`src/sv/pipeline_latency_tracker_top_assert.svh`:
```
// Assertion macros for the pipeline latency tracker top level.
`ifndef PIPELINE_LATENCY_TRACKER_TOP_ASSERT_SVH
`define PIPELINE_LATENCY_TRACKER_TOP_ASSERT_SVH
`ifndef ASSERT_OFF
// Same-cycle implication, sampled on clk, off while rst_n is low.
`define PTL_ASSERT_IMP(label, a, b) \
    label: assert property (@(posedge clk) disable iff (!rst_n) (a) |-> (b)) \
        else $error("ptl assertion failed");
// Next-cycle implication, sampled on clk, off while rst_n is low.
`define PTL_ASSERT_NXT(label, a, b) \
    label: assert property (@(posedge clk) disable iff (!rst_n) (a) |=> (b)) \
        else $error("ptl assertion failed");
`else
`define PTL_ASSERT_IMP(label, a, b)
`define PTL_ASSERT_NXT(label, a, b)
`endif
`endif

```
`src/sv/ptl_pkg.sv`:
```
// Shared types and constants of the pipeline latency tracker.
`timescale 1ns / 1ps
package ptl_pkg;

    localparam int PTL_TABLE_ENTRIES = 16;

    localparam logic [2:0] ACT_CAPTURE  = 3'd0;
    localparam logic [2:0] ACT_ESTIMATE = 3'd1;
    localparam logic [2:0] ACT_CONTROL  = 3'd2;
    localparam logic [2:0] ACT_ACTUATE  = 3'd3;
    localparam logic [2:0] ACT_READ     = 3'd4;

    localparam logic CFG_MAX_AGE      = 1'b0;
    localparam logic CFG_MAX_INFLIGHT = 1'b1;

    localparam logic signed [48:0] SUM_MAX = 49'sh0_7FFF_FFFF_FFFF;
    localparam logic signed [48:0] SUM_MIN = -49'sh0_8000_0000_0000;

    typedef enum logic [3:0] {
        ST_IDLE,
        ST_SEARCH,
        ST_EVICT,
        ST_ALLOC,
        ST_STAMP,
        ST_AGE_RD,
        ST_AGE_CK,
        ST_CNT,
        ST_FIN,
        ST_TREAD,
        ST_LAT,
        ST_ACC,
        ST_OUT
    } ptl_state_t;

    typedef enum logic [3:0] {
        OP_NONE,
        OP_LOAD,
        OP_SCAN,
        OP_ALLOC,
        OP_STAMP,
        OP_AGE_RD,
        OP_DROP_OLD,
        OP_TREAD,
        OP_LAT,
        OP_ACC,
        OP_OUT
    } ptl_op_t;

    typedef struct packed {
        ptl_op_t op;
    } ptl_cmd_t;

    typedef struct packed {
        logic in_is_stamp;
        logic hit;
        logic scan_last;
        logic full;
        logic age_on;
        logic age_go;
        logic age_drop;
        logic cnt_drop;
        logic fin_ok;
        logic rd_last;
        logic acc_last;
        logic out_free;
    } ptl_status_t;

endpackage

```
`src/sv/ptl_ctrl.sv`:
```
// Sequencer of the pipeline latency tracker: one request at a time.
`timescale 1ns / 1ps
module ptl_ctrl
    import ptl_pkg::*;
(
    input  logic        clk,
    input  logic        rst_n,
    input  logic        in_valid,
    output logic        in_stall,
    input  ptl_status_t status,
    output ptl_cmd_t    cmd
);

    ptl_state_t state_reg;
    ptl_state_t state_next;

    always_ff @(posedge clk or negedge rst_n)
    begin
        if (!rst_n)
        begin
            state_reg <= ST_IDLE;
        end
        else
        begin
            state_reg <= state_next;
        end
    end

    always_comb
    begin
        state_next = state_reg;
        cmd.op     = OP_NONE;
        in_stall   = 1'b1;
        case (state_reg)
            ST_IDLE:
            begin
                in_stall = 1'b0;
                if (in_valid)
                begin
                    cmd.op     = OP_LOAD;
                    state_next = status.in_is_stamp ? ST_SEARCH : ST_OUT;
                end
            end
            ST_SEARCH:
            begin
                cmd.op = OP_SCAN;
                if (status.hit)
                    state_next = ST_STAMP;
                else if (status.scan_last)
                    state_next = status.full ? ST_EVICT : ST_ALLOC;
            end
            ST_EVICT:
            begin
                cmd.op     = OP_DROP_OLD;
                state_next = ST_ALLOC;
            end
            ST_ALLOC:
            begin
                cmd.op     = OP_ALLOC;
                state_next = ST_STAMP;
            end
            ST_STAMP:
            begin
                cmd.op     = OP_STAMP;
                state_next = status.age_on ? ST_AGE_RD : ST_CNT;
            end
            ST_AGE_RD:
            begin
                cmd.op     = OP_AGE_RD;
                state_next = status.age_go ? ST_AGE_CK : ST_CNT;
            end
            ST_AGE_CK:
            begin
                if (status.age_drop)
                begin
                    cmd.op     = OP_DROP_OLD;
                    state_next = ST_AGE_RD;
                end
                else
                begin
                    state_next = ST_CNT;
                end
            end
            ST_CNT:
            begin
                if (status.cnt_drop)
                    cmd.op = OP_DROP_OLD;
                else
                    state_next = ST_FIN;
            end
            ST_FIN:
            begin
                state_next = status.fin_ok ? ST_TREAD : ST_OUT;
            end
            ST_TREAD:
            begin
                cmd.op = OP_TREAD;
                if (status.rd_last)
                    state_next = ST_LAT;
            end
            ST_LAT:
            begin
                cmd.op     = OP_LAT;
                state_next = ST_ACC;
            end
            ST_ACC:
            begin
                cmd.op = OP_ACC;
                if (status.acc_last)
                    state_next = ST_OUT;
            end
            ST_OUT:
            begin
                if (status.out_free)
                begin
                    cmd.op     = OP_OUT;
                    state_next = ST_IDLE;
                end
            end
            default:
            begin
                state_next = ST_IDLE;
            end
        endcase
    end

endmodule

```
`config.mk`:
```
export PLATFORM = sky130hd
export DESIGN_NAME = ptl_ctrl
export DESIGN_NICKNAME = d
export VERILOG_FILES = /design/src/sv/pipeline_latency_tracker_top_assert.svh /design/src/sv/ptl_pkg.sv /design/src/sv/ptl_ctrl.sv
export SDC_FILE = /design/constraint.sdc
export NUM_CORES = 1
export LEC_CHECK = 0
export BUFFER_PORTS_ARGS = -buffer_cell sky130_fd_sc_hd__buf_2
export CAP_MARGIN = 20
export CELL_PAD_IN_SITES_DETAIL_PLACEMENT = 0
export CELL_PAD_IN_SITES_GLOBAL_PLACEMENT = 2
export CORE_MARGIN = 3
export CORE_UTILIZATION = 26
export CTS_BUF_LIST = sky130_fd_sc_hd__clkbuf_16
export DETAILED_ROUTE_END_ITERATION = 7
export PLACE_DENSITY = 0.8
export SKIP_CTS_REPAIR_TIMING = 1
export SYNTH_ARGS = -nofsm -noshare
export SYNTH_HDL_FRONTEND = slang
export SYNTH_SLANG_ARGS = --single-unit
```
`constraint.sdc`:
```
create_clock -name clk -period 1.5 [get_ports clk]
set_input_delay 0.15 -clock clk [delete_from_list [all_inputs] [get_ports clk]]
set_output_delay 0.15 -clock clk [all_outputs]
set_load 0.01 [all_outputs]
```
After elaboration in Yosys (flattened, before gate mapping) --
Index checks and enable logic that the tools add are counted.
Storage, ports and cells: flip-flop bits (word level) 4, output and inout port bits 5, logic and storage cells 41
Cells by class: reduce and logical (&&, ||, !) cells 2, mux-type cells 20, equal/unequal tests 18
Operator list (number):
- $pmux 4 s13 | 1
- $pmux 4 s12 | 1
- $mux 4 | 9
- $eq 4x4->1 const B | 5
- $eq 4x3->1 const B | 4
- $ne 2x2->1 const B | 5
- $mux 3 | 3
- $eq 4x2->1 const B | 2
- $reduce_and 6->1 | 1
- $eq 4x1->1 const B | 1
- $logic_not 4->1 | 1
- $mux 1 | 4
- $mux 2 | 2
- $ne 3x3->1 const B | 1

Logic depth before layout (Yosys ltp) --
Gate-level depths: netlist of the first run.
word-level depth 4, gate-level depth with buffers 5, mapped depth without buffers 4

Least setup slack after synthesis of the first run --
No wires, ideal clock.
path type register to output, start point register state_reg[0], end point output in_stall, path buffers 2, arrival time 1209 ps, cell stages (with the launch flop) 4, setup slack 141 ps, data required time 1350 ps, path through dfrtp_1 buf_4 buf_2 or4_1
Between the ends: cells in the longest elaborated chain, start to end 2
RTL lines:
- start, declared | line ptl_ctrl.sv:14 | ptl_state_t state_reg;
- start signal, assigned | line ptl_ctrl.sv:25 | state_reg <= state_next;
- $logic_not 4->1 | line ptl_ctrl.sv:34 | case (state_reg)
- $mux 1 | line ptl_ctrl.sv:34
- end, declared | line ptl_ctrl.sv:9 | output logic in_stall,
No other way between the ends.

Worst setup path after layout of the first run --
Ends and elaborated chain as after synthesis.

==> metrics.md, run 1 <==
| Metric | Value |
|---|---|
| Met1 usage | 16.16% |
| MaxCap Viol Count | 0 |
| Peak VDD IR | 0.9250 mV |
| Fraction of registers with async set/reset | 100.0% |
| Fmax | 0.6341 GHz |
| IO buf count | 19 |
| Clk Latency, worst-skew pair | 0.23 ns |
| Post-synth top area share | 17.35% |
| Worst setup EP type | primary output |
| Non-Filler Instances | 135 |
| Ant. Diodes | 0 |
| Core area | 0.002022 mm2 |
| Die Ht | 53.10 um |
| Tcrit/Tclk final | 105.1% |
| Die width | 53.10 um |
| Status | finished, violations left |
| Final net count | 125 |
| Slowest cell on crit path | or4_1 |
| Fin area | 967.2 um2 |
| Worst slew pin tran | 0.2927 ns |
| Dpl cells | 122 |
| Met3 Usage GRT | 3.380% |
| #FFs+latches synth | 4 |
| WL/cell | 13.35 um |
| Post-DR vias/cell | 5.178 |
| Fin. Hold Viols | 0 |
| Worst path required time | 1.35 ns |
| Reg clk slew, reported paths | 0.03 ns |
| HPWL Detailed | 1240 um |
| Final worst path period need | 1.577 ns |
| Crit Path Class | register to primary output |
| CTS tree | built |
| Buf+Inv Stages, Crit Path | 2 |
| Remaining global-route overflow | 0 |
| Router iterations before antenna repair | 4 |
| Rel. slew slack | 80.30% |
| Ys flop type | dfrtp_1 |
| Mapped cell area | 576.8 um2 |
| Initial Util | 28.53% |
| Synth top area cells | dfrtp_1 (17%), nor2_1 (5.2%), a31oi_1 (4.3%) |
| Slowest stage delay, CP | 0.48 ns |
| Die area | 0.002820 mm2 |
| Total placed instance area | 721.9 um2 |
| I/O pins | 20 |
| Final core area utilization | 47.83% |
| P_leak | 0.4286 nW |
| Setup tns final | -0.2076 ns |
| Count leader, synth | nor2_1 |
| Worst EP arrival | 1.43 ns |
| Final setup margin | -0.07695 ns |
| Met2 Use GR | 21.90% |
| Post-synthesis net count | 90 |
| DRT iter0 DRCs | 16 |
| Synth unique cells | 38 |
| Gr usage total | 13.22% |
| Final Skew | 0.001538 ns |
| Type of the worst min-delay path | input pin to async pin |
| RSZ-0062 raised after global routing | true |
| Post-synth top area cell | dfrtp_1 |
| Antenna-violating nets left | 0 |
| Worst-path fanout max | 4 |
| Pre-CTS setup slack | 0.04395 ns |
| Final wirelength | 1802 um |
| CP cell instances | buf_6 > or4_1 > buf_2 |
| Area Overhead vs Synth | 67.68% |
| # setup viols final | 5 |
| CTS Buf Count | 3 |
| Initial antenna violation count | 0 |
| Synth warn | 0 |
| Failing checks | negative setup slack |
| Max-slew violations | 0 |
| Critical path startpoint category | register |
| Post-Syn Instances | 75 |
| Worst-case clock buffer depth | 2 |
| DRC | 0 |
| Vias in the first global route | 635 |
| Max reg flops | 4 |
| CTS root buf | clkbuf_16 |
| Post-synthesis sequential area ratio | 17.35% |
| H-tree depth | 1 |
| P per Cell Area | 2355 mW/mm2 |
| Family with the most delay on the worst path | simple AND/OR/NAND/NOR gates |
| Layout cells sized above 1 | 53.70% |
| Busiest grt layer | met2 |
| FILL cells | 198 |
| Row count | 16 |
| CTS sink count | 4 |
| Pin count of the biggest net entering global routing | 12 |
| Mean post-synth cell area | 7.691 um2 |
| First-pass GRT wire length | 2711 um |
| Final GP Congestion | 0.6935 |
| Via count | 699 |
| Number of flops mapped to enable cells by yosys | 0 |
## report_power, final
group / leakage, nW / internal, W / switching, W / total [W]
combinational: 0.348 / 0.000830 / 0.000736 / 0.00157
sequential: 0.0437 / 0.000177 / 0.000115 / 0.000292
clock: 0.0370 / 0.000341 / 0.0000788 / 0.000420
total: 0.429 / 0.00135 / 0.000929 / 0.00228
## kinds of logic after synthesis
family / count (synthesis) / synth area share (%)
multiplexers: 2 / 3.688
AO/OA/AOI/OAI: 28 / 34.27
buffers and inverters: 10 / 10.20
AND/OR/NAND/NOR: 31 / 34.49
flip-flops: 4 / 17.35
## worst paths after layout
kind / start / end / slack, ns / cells past startpoint
worst max-delay path: state_reg[0] / in_stall / -0.08 / 3
worst min-delay path: rst_n / state_reg[0] / 0.26 / 2
worst max register to register: state_reg[2] / state_reg[2] / -0.01 / 6
worst min register to register: state_reg[3] / state_reg[0] / 0.69 / 2
max in group asynchronous: rst_n / state_reg[3] / 1.11 / 2
min in group clk: status[11] / state_reg[3] / 0.32 / 4
## routing by layer
metal / routed length (um) / vias to the layer above / part of all wire, %
met5: 0 / - / 0
met3: 86 / 2 / 4.8
met4: 13 / 0 / 0.72
li1: - / 350 / -
met1: 805 / 327 / 45
met2: 896 / 20 / 50
## final cells by class
type / count / area [um2] / share of cell area [%]
timing repair buffer: 38 / 271.5 / 28.07
inverter: 2 / 7.507 / 0.7762
sequential: 4 / 105.1 / 10.87
tap: 27 / 33.78 / 3.493
multi-input combinational: 61 / 474.2 / 49.03
clock buffer: 3 / 75.07 / 7.762
## per-stage QoR
step | hold WS [ns] | total power (W)
finish | 0.2595 | 0.002277
global route | 0.2862 | 0.002454
CTS | -0.2771 | 0.001873
detailed placement | -0.04234 | 0.001441
global placement | -0.04414 | 0.001469
floorplan | -0.1456 | 0.001111
## placed cells by master, fill, tap and decap left out, types with 2 or more instances in the layout
master	count
a31oi_1	4
and3b_1	2
buf_6	7
o21bai_1	2
nor3b_2	2
a21oi_1	3
nand2_1	4
o21ai_1	4
nor2_4	2
o21ai_0	3
a21o_1	2
nor2b_1	3
nor2_1	5
dfrtp_2	4
buf_2	19
buf_4	10
nor3_1	2
inv_1	2
clkbuf_16	3
(Power assumes the default switching activity.)
==> run 2, diff against run 1 <==
--- a/config.mk
+++ b/config.mk
@@ -5,15 +5,15 @@
 export SDC_FILE = /design/constraint.sdc
 export NUM_CORES = 1
 export LEC_CHECK = 0
-export BUFFER_PORTS_ARGS = -buffer_cell sky130_fd_sc_hd__buf_2
 export CAP_MARGIN = 20
 export CELL_PAD_IN_SITES_DETAIL_PLACEMENT = 0
 export CELL_PAD_IN_SITES_GLOBAL_PLACEMENT = 2
 export CORE_MARGIN = 3
-export CORE_UTILIZATION = 26
+export CORE_UTILIZATION = 32
 export CTS_BUF_LIST = sky130_fd_sc_hd__clkbuf_16
 export DETAILED_ROUTE_END_ITERATION = 7
-export PLACE_DENSITY = 0.8
+export DONT_BUFFER_PORTS = 1
+export PLACE_DENSITY = 0.78
 export SKIP_CTS_REPAIR_TIMING = 1
 export SYNTH_ARGS = -nofsm -noshare
 export SYNTH_HDL_FRONTEND = slang
==> metrics.md, run 2 (same netlist as run 1, synthesis figures left out) <==
| Metric | Value |
|---|---|
| Worst EP arrival | 1.34 ns (-0.09 ns) |
| Type of the worst min-delay path | input pin to async pin |
| Most common cell after layout, fill and taps aside | buf_4 |
| RSZ-0062 raised after global routing | true |
| H-tree depth | 1 (unchanged) |
| Busiest grt layer | met2 |
| WL/cell | 15.25 um (+14%) |
| Fmax | 0.6689 GHz (+5.5%) |
| Worst slew pin tran | 0.2838 ns (-0.008959 ns) |
| Die Ht | 48.46 um (-8.7%) |
| Fin area | 775.7 um2 (-20%) |
| Router iterations before antenna repair | 4 (unchanged) |
| Die width | 48.46 um (-8.7%) |
| Final Skew | 0.003890 ns (+0.002352 ns) |
| Worst-case clock buffer depth | 2 (unchanged) |
| Row count | 14 (-2) |
| Pre-CTS setup slack | 0.1115 ns (+0.06755 ns) |
| Dpl cells | 100 (-18%) |
| Fin. Hold Viols | 0 (unchanged) |
| Final setup margin | 0.005052 ns (+0.08200 ns) |
| Area Overhead vs Synth | 34.49% |
| Worst-path fanout max | 9 (+5) |
| Initial Util | 36.19% (+7.7 points) |
| Gr usage total | 14.09% (+0.88 points) |
| Worst hold slack | 0.1947 ns (-0.06480 ns) |
| P_leak | 0.3130 nW (-27%) |
| HPWL Detailed | 1141 um (-8.0%) |
| Ant. Diodes | 0 (unchanged) |
| DRC | 0 (unchanged) |
| Remaining global-route overflow | 0 (unchanged) |
| CTS Buf Count | 3 (unchanged) |
| Max reg flops | 4 (unchanged) |
| CTS sink count | 4 (unchanged) |
| Non-Filler Instances | 108 (-20%) |
| I/O pins | 20 (unchanged) |
| Peak VDD IR | 1.188 mV (+28%) |
| Slowest cell on crit path | or4_4 |
| Rel. slew slack | 81.08% (+0.78 points) |
| Most frequent cells in the layout | buf_4 (9), nor2_1 (8), nand2_1 (4), o21ai_1 (4) |
| Layout cells sized above 1 | 38.10% (-16 points) |
| Vias in the first global route | 559 (-12%) |
| CTS tree | built |
| Max-slew violations | 0 (unchanged) |
| Die area | 0.002348 mm2 (-17%) |
| Initial antenna violation count | 0 (unchanged) |
| Post-DR vias/cell | 5.528 (+6.8%) |
| First-pass GRT wire length | 2559 um (-5.6%) |
| MaxCap Viol Count | 0 (unchanged) |
| Final wirelength | 1647 um (-8.6%) |
| Reg clk slew, reported paths | 0.03 ns (about the same) |
| Total placed instance area | 623.1 um2 (-14%) |
| Core area | 0.001594 mm2 (-21%) |
| Critical path startpoint category | register |
| P per Cell Area | 2554 mW/mm2 (+8.4%) |
| # setup viols final | 0 (-5) |
| CP cell instances | buf_6 > or4_4 |
| Final GP Congestion | 0.8285 (+19%) |
| Tcrit/Tclk final | 99.66% (-5.5 points) |
| Worst path required time | 1.35 ns (about the same) |
| Clk Latency, worst-skew pair | 0.23 ns (about the same) |
| Final worst path period need | 1.495 ns (-0.08200 ns) |
| Via count | 597 (-15%) |
| Slowest stage delay, CP | 0.53 ns (+0.05 ns) |
| Met1 usage | 18.23% (+2.1 points) |
| Worst setup EP type | primary output |
| Final net count | 101 (-19%) |
| CTS root buf | clkbuf_16 |
| Pin count of the biggest net entering global routing | 16 (+4) |
| DRT iter0 DRCs | 11 (-5) |
| Antenna-violating nets left | 0 (unchanged) |
| Met3 Usage GRT | 4.294% (+0.91 points) |
| Crit Path Class | register to primary output |
| Status | finished, final reports clean |
| Met2 Use GR | 20.41% (-1.5 points) |
| IO buf count | 0 (-19) |
-- run 2: worst max-delay path, delay by kind of cell, from the launching register on --
kind / cells / cell delay [ns]
flip-flops: 1 / 0.43
buffers and inverters: 1 / 0.15
AND/OR/NAND/NOR: 1 / 0.53
-- run 2: metal layers --
| layer | share of wire, % | wire length (um) |
|---|---|---|
| met1 | 49 | 814 |
| met2 | 43 | 716 |
| met3 | 5.3 | 87 |
| met4 | 1.8 | 29 |
| met5 | 0 | 0 |
-- run 2: area by class of cell --
cell class | count | area [um2]
clock buffers | 3 | 75.07
fillers | 161 | 818.3
inverters | 2 | 7.507
multi-input cells | 61 | 449.2
flip-flops and latches | 4 | 103.9
well taps | 24 | 30.03
repair buffers | 14 | 110.1
-- run 2: worst paths after layout --
check                                  start            to  slack [ns]  depth (start not counted)
worst min-delay path                   rst_n  state_reg[1]        0.19                          1
worst min register to register  state_reg[3]  state_reg[0]        0.63                          2
max in group asynchronous              rst_n  state_reg[0]        1.12                          1
worst max-delay path            state_reg[0]      in_stall       0.005                          2
min in group clk                   status[0]  state_reg[3]        0.21                          3
worst max register to register  state_reg[1]  state_reg[0]        0.06                          5
-- run 2: report_power, final --
| group | leakage [nW] | switching, W | internal [W] | total [W] |
|---|---|---|---|---|
| combinational | 0.231 | 0.000674 | 0.000629 | 0.00130 |
| sequential | 0.0450 | 0.0000884 | 0.000175 | 0.000264 |
| clock | 0.0370 | 0.0000741 | 0.000340 | 0.000415 |
-- run 2: stage by stage --
| stage | utilization, % | total power [W] | setup TNS (ns) |
|---|---|---|---|
| floorplan | - | 0.001111 | 0 |
| global placement | 39.09 | 0.001359 | 0 |
| detailed placement | 39.09 | 0.001348 | 0 |
| CTS | 43.80 | 0.001784 | -0.3204 |
| global route | 48.67 | 0.002124 | -0.07950 |
| finish | 48.67 | 0.001981 | 0 |
==> run 3, diff against run 2 <==
--- a/config.mk
+++ b/config.mk
@@ -14,6 +14,7 @@
 export DETAILED_ROUTE_END_ITERATION = 7
 export DONT_BUFFER_PORTS = 1
 export PLACE_DENSITY = 0.78
+export SETUP_SLACK_MARGIN = 0.4
 export SKIP_CTS_REPAIR_TIMING = 1
 export SYNTH_ARGS = -nofsm -noshare
 export SYNTH_HDL_FRONTEND = slang
==> metrics.md, run 3 (same netlist as run 1, synthesis figures left out) <==
| Metric | Value |
|---|---|
| Most common cell after layout, fill and taps aside | buf_4 |
| FILL cells | 146 (-9.3%) |
| Gr usage total | 16.82% (+2.7 points) |
| Die Ht | 48.46 um (unchanged) |
| CTS tree | built |
| RSZ-0062 raised after global routing | true |
| CTS sink count | 4 (unchanged) |
| Row count | 14 (unchanged) |
| Ant. Diodes | 0 (unchanged) |
| Reg clk slew, reported paths | 0.03 ns (about the same) |
| P_leak | 0.3699 nW (+18%) |
| Final core area utilization | 57.54% (+8.9 points) |
| Clk Latency, worst-skew pair | 0.23 ns (about the same) |
| Die area | 0.002348 mm2 (unchanged) |
| Tcrit/Tclk final | 102.1% (+2.5 points) |
| Area Overhead vs Synth | 59.00% |
| Worst setup EP type | primary output |
| H-tree depth | 1 (unchanged) |
| Worst slew pin tran | 0.2800 ns (-0.003744 ns) |
| Vias in the first global route | 635 (+14%) |
| Max reg flops | 4 (unchanged) |
| Dpl cells | 102 (+2.0%) |
| Initial antenna violation count | 0 (unchanged) |
| Setup tns final | -0.05734 ns (-0.05734 ns) |
| P per Cell Area | 2561 mW/mm2 (+0.31%) |
| Worst hold slack | 0.1953 ns (+0.0006170 ns) |
| Final wirelength | 1916 um (+16%) |
| First-pass GRT wire length | 2980 um (+16%) |
| # setup viols final | 3 (+3) |
| Slowest cell on crit path | dfrtp_1 |
| Remaining global-route overflow | 0 (unchanged) |
| Antenna-violating nets left | 0 (unchanged) |
| Fmax | 0.6526 GHz (-2.4%) |
| DRT iter0 DRCs | 13 (+2) |
| Fin. Hold Viols | 0 (unchanged) |
| Final setup margin | -0.03223 ns (-0.03728 ns) |
| Critical path startpoint category | register |
| CTS Buf Count | 3 (unchanged) |
| Fin area | 917.1 um2 (+18%) |
| Router iterations before antenna repair | 4 (unchanged) |
| MaxCap Viol Count | 0 (unchanged) |
| Worst-case clock buffer depth | 2 (unchanged) |
| Post-DR vias/cell | 5.681 (+2.8%) |
| Crit Path Class | register to primary output |
| Final net count | 106 (+5.0%) |
| Die width | 48.46 um (unchanged) |
| Worst path required time | 1.35 ns (about the same) |
| DRC | 0 (unchanged) |
| CP cell instances | buf_6 > mux2_4 > a22oi_2 > o22ai_2 |
| Peak VDD IR | 0.8284 mV (-30%) |
| HPWL Detailed | 1290 um (+13%) |
| Layout cells sized above 1 | 55.06% (+17 points) |
| I/O pins | 20 (unchanged) |
| Slowest stage delay, CP | 0.40 ns (-0.13 ns) |
| Status | finished, violations left |
| Initial Util | 36.19% (unchanged) |
| Total placed instance area | 690.7 um2 (+11%) |
| Rel. slew slack | 81.13% (about the same) |
| Worst EP arrival | 1.38 ns (+0.04 ns) |
| Pin count of the biggest net entering global routing | 14 (-2) |
| Most frequent cells in the layout | buf_4 (12), buf_6 (6), nor2_1 (5) |
| CTS root buf | clkbuf_16 |
| Type of the worst min-delay path | input pin to async pin |
| Non-Filler Instances | 113 (+4.6%) |
| WL/cell | 16.96 um (+11%) |
| Final worst path period need | 1.532 ns (+0.03728 ns) |
| Worst-path fanout max | 4 (-5) |
| Failing checks | negative setup slack |
| Final GP Congestion | 0.8257 (-0.34%) |
| Core area | 0.001594 mm2 (unchanged) |
| Max-slew violations | 0 (unchanged) |
| Final Skew | 0.004187 ns (+0.0002974 ns) |
| Via count | 642 (+7.5%) |
| IO buf count | 0 (unchanged) |
run 3: cell types whose count changed in the layout (fill, tap and decap cells not counted), sizes merged:
cell,previous run,this run
buf,12,18
clkbuf,4,3
run 3: final timing paths:
kind                                   start      endpoint  slack (ns)  cells after the start
worst max-delay path            state_reg[0]        cmd[2]       -0.03                      4
worst min-delay path                   rst_n  state_reg[0]        0.20                      1
worst max register to register  state_reg[3]  state_reg[0]        0.05                      5
worst min register to register  state_reg[3]  state_reg[0]        0.73                      2
max in group asynchronous              rst_n  state_reg[2]        1.11                      1
min in group clk                   status[3]  state_reg[2]        0.23                      3
run 3: worst max-delay path, delay by kind of cell, from the launching register on:
family	cells	cell delay, ns
buffers and inverters	1	0.14
DFF	1	0.40
AOI/OAI and AO/OA	2	0.30
muxes	1	0.31
run 3: area by class of cell:
class	instances	area [um2]	share of cell area, %
Tap cell	24	30.03	3.274
Multi-Input combinational cell	61	534.3	58.25
Clock buffer	3	75.07	8.186
Sequential cell	4	102.6	11.19
Inverter	2	7.507	0.8186
Timing Repair Buffer	19	167.7	18.28
run 3: power breakdown:
part | leakage (nW) | internal (W) | switching (W)
Combinational | 0.287 | 0.000812 | 0.000837
Sequential | 0.0460 | 0.000172 | 0.000100
Clock | 0.0370 | 0.000342 | 0.0000860
Total | 0.370 | 0.00133 | 0.00102
run 3: through the flow:
| stage | setup WS (ns) | power (W) |
|---|---|---|
| final | -0.03223 | 0.002349 |
| after global routing | -0.08113 | 0.002518 |
| after CTS | -0.08304 | 0.001994 |
| after detailed placement | 0.1167 | 0.001556 |
| after global placement | 0.08537 | 0.001554 |
| after floorplan | 0.2333 | 0.001405 |
run 3: metal layers:
layer	GRT usage, %	wire length (um)	up-vias
li1	-	-	308
met1	20.15	847	301
met2	24.31	893	26
met3	5.215	111	7
met4	14.22	64	0
met5	0	0	-
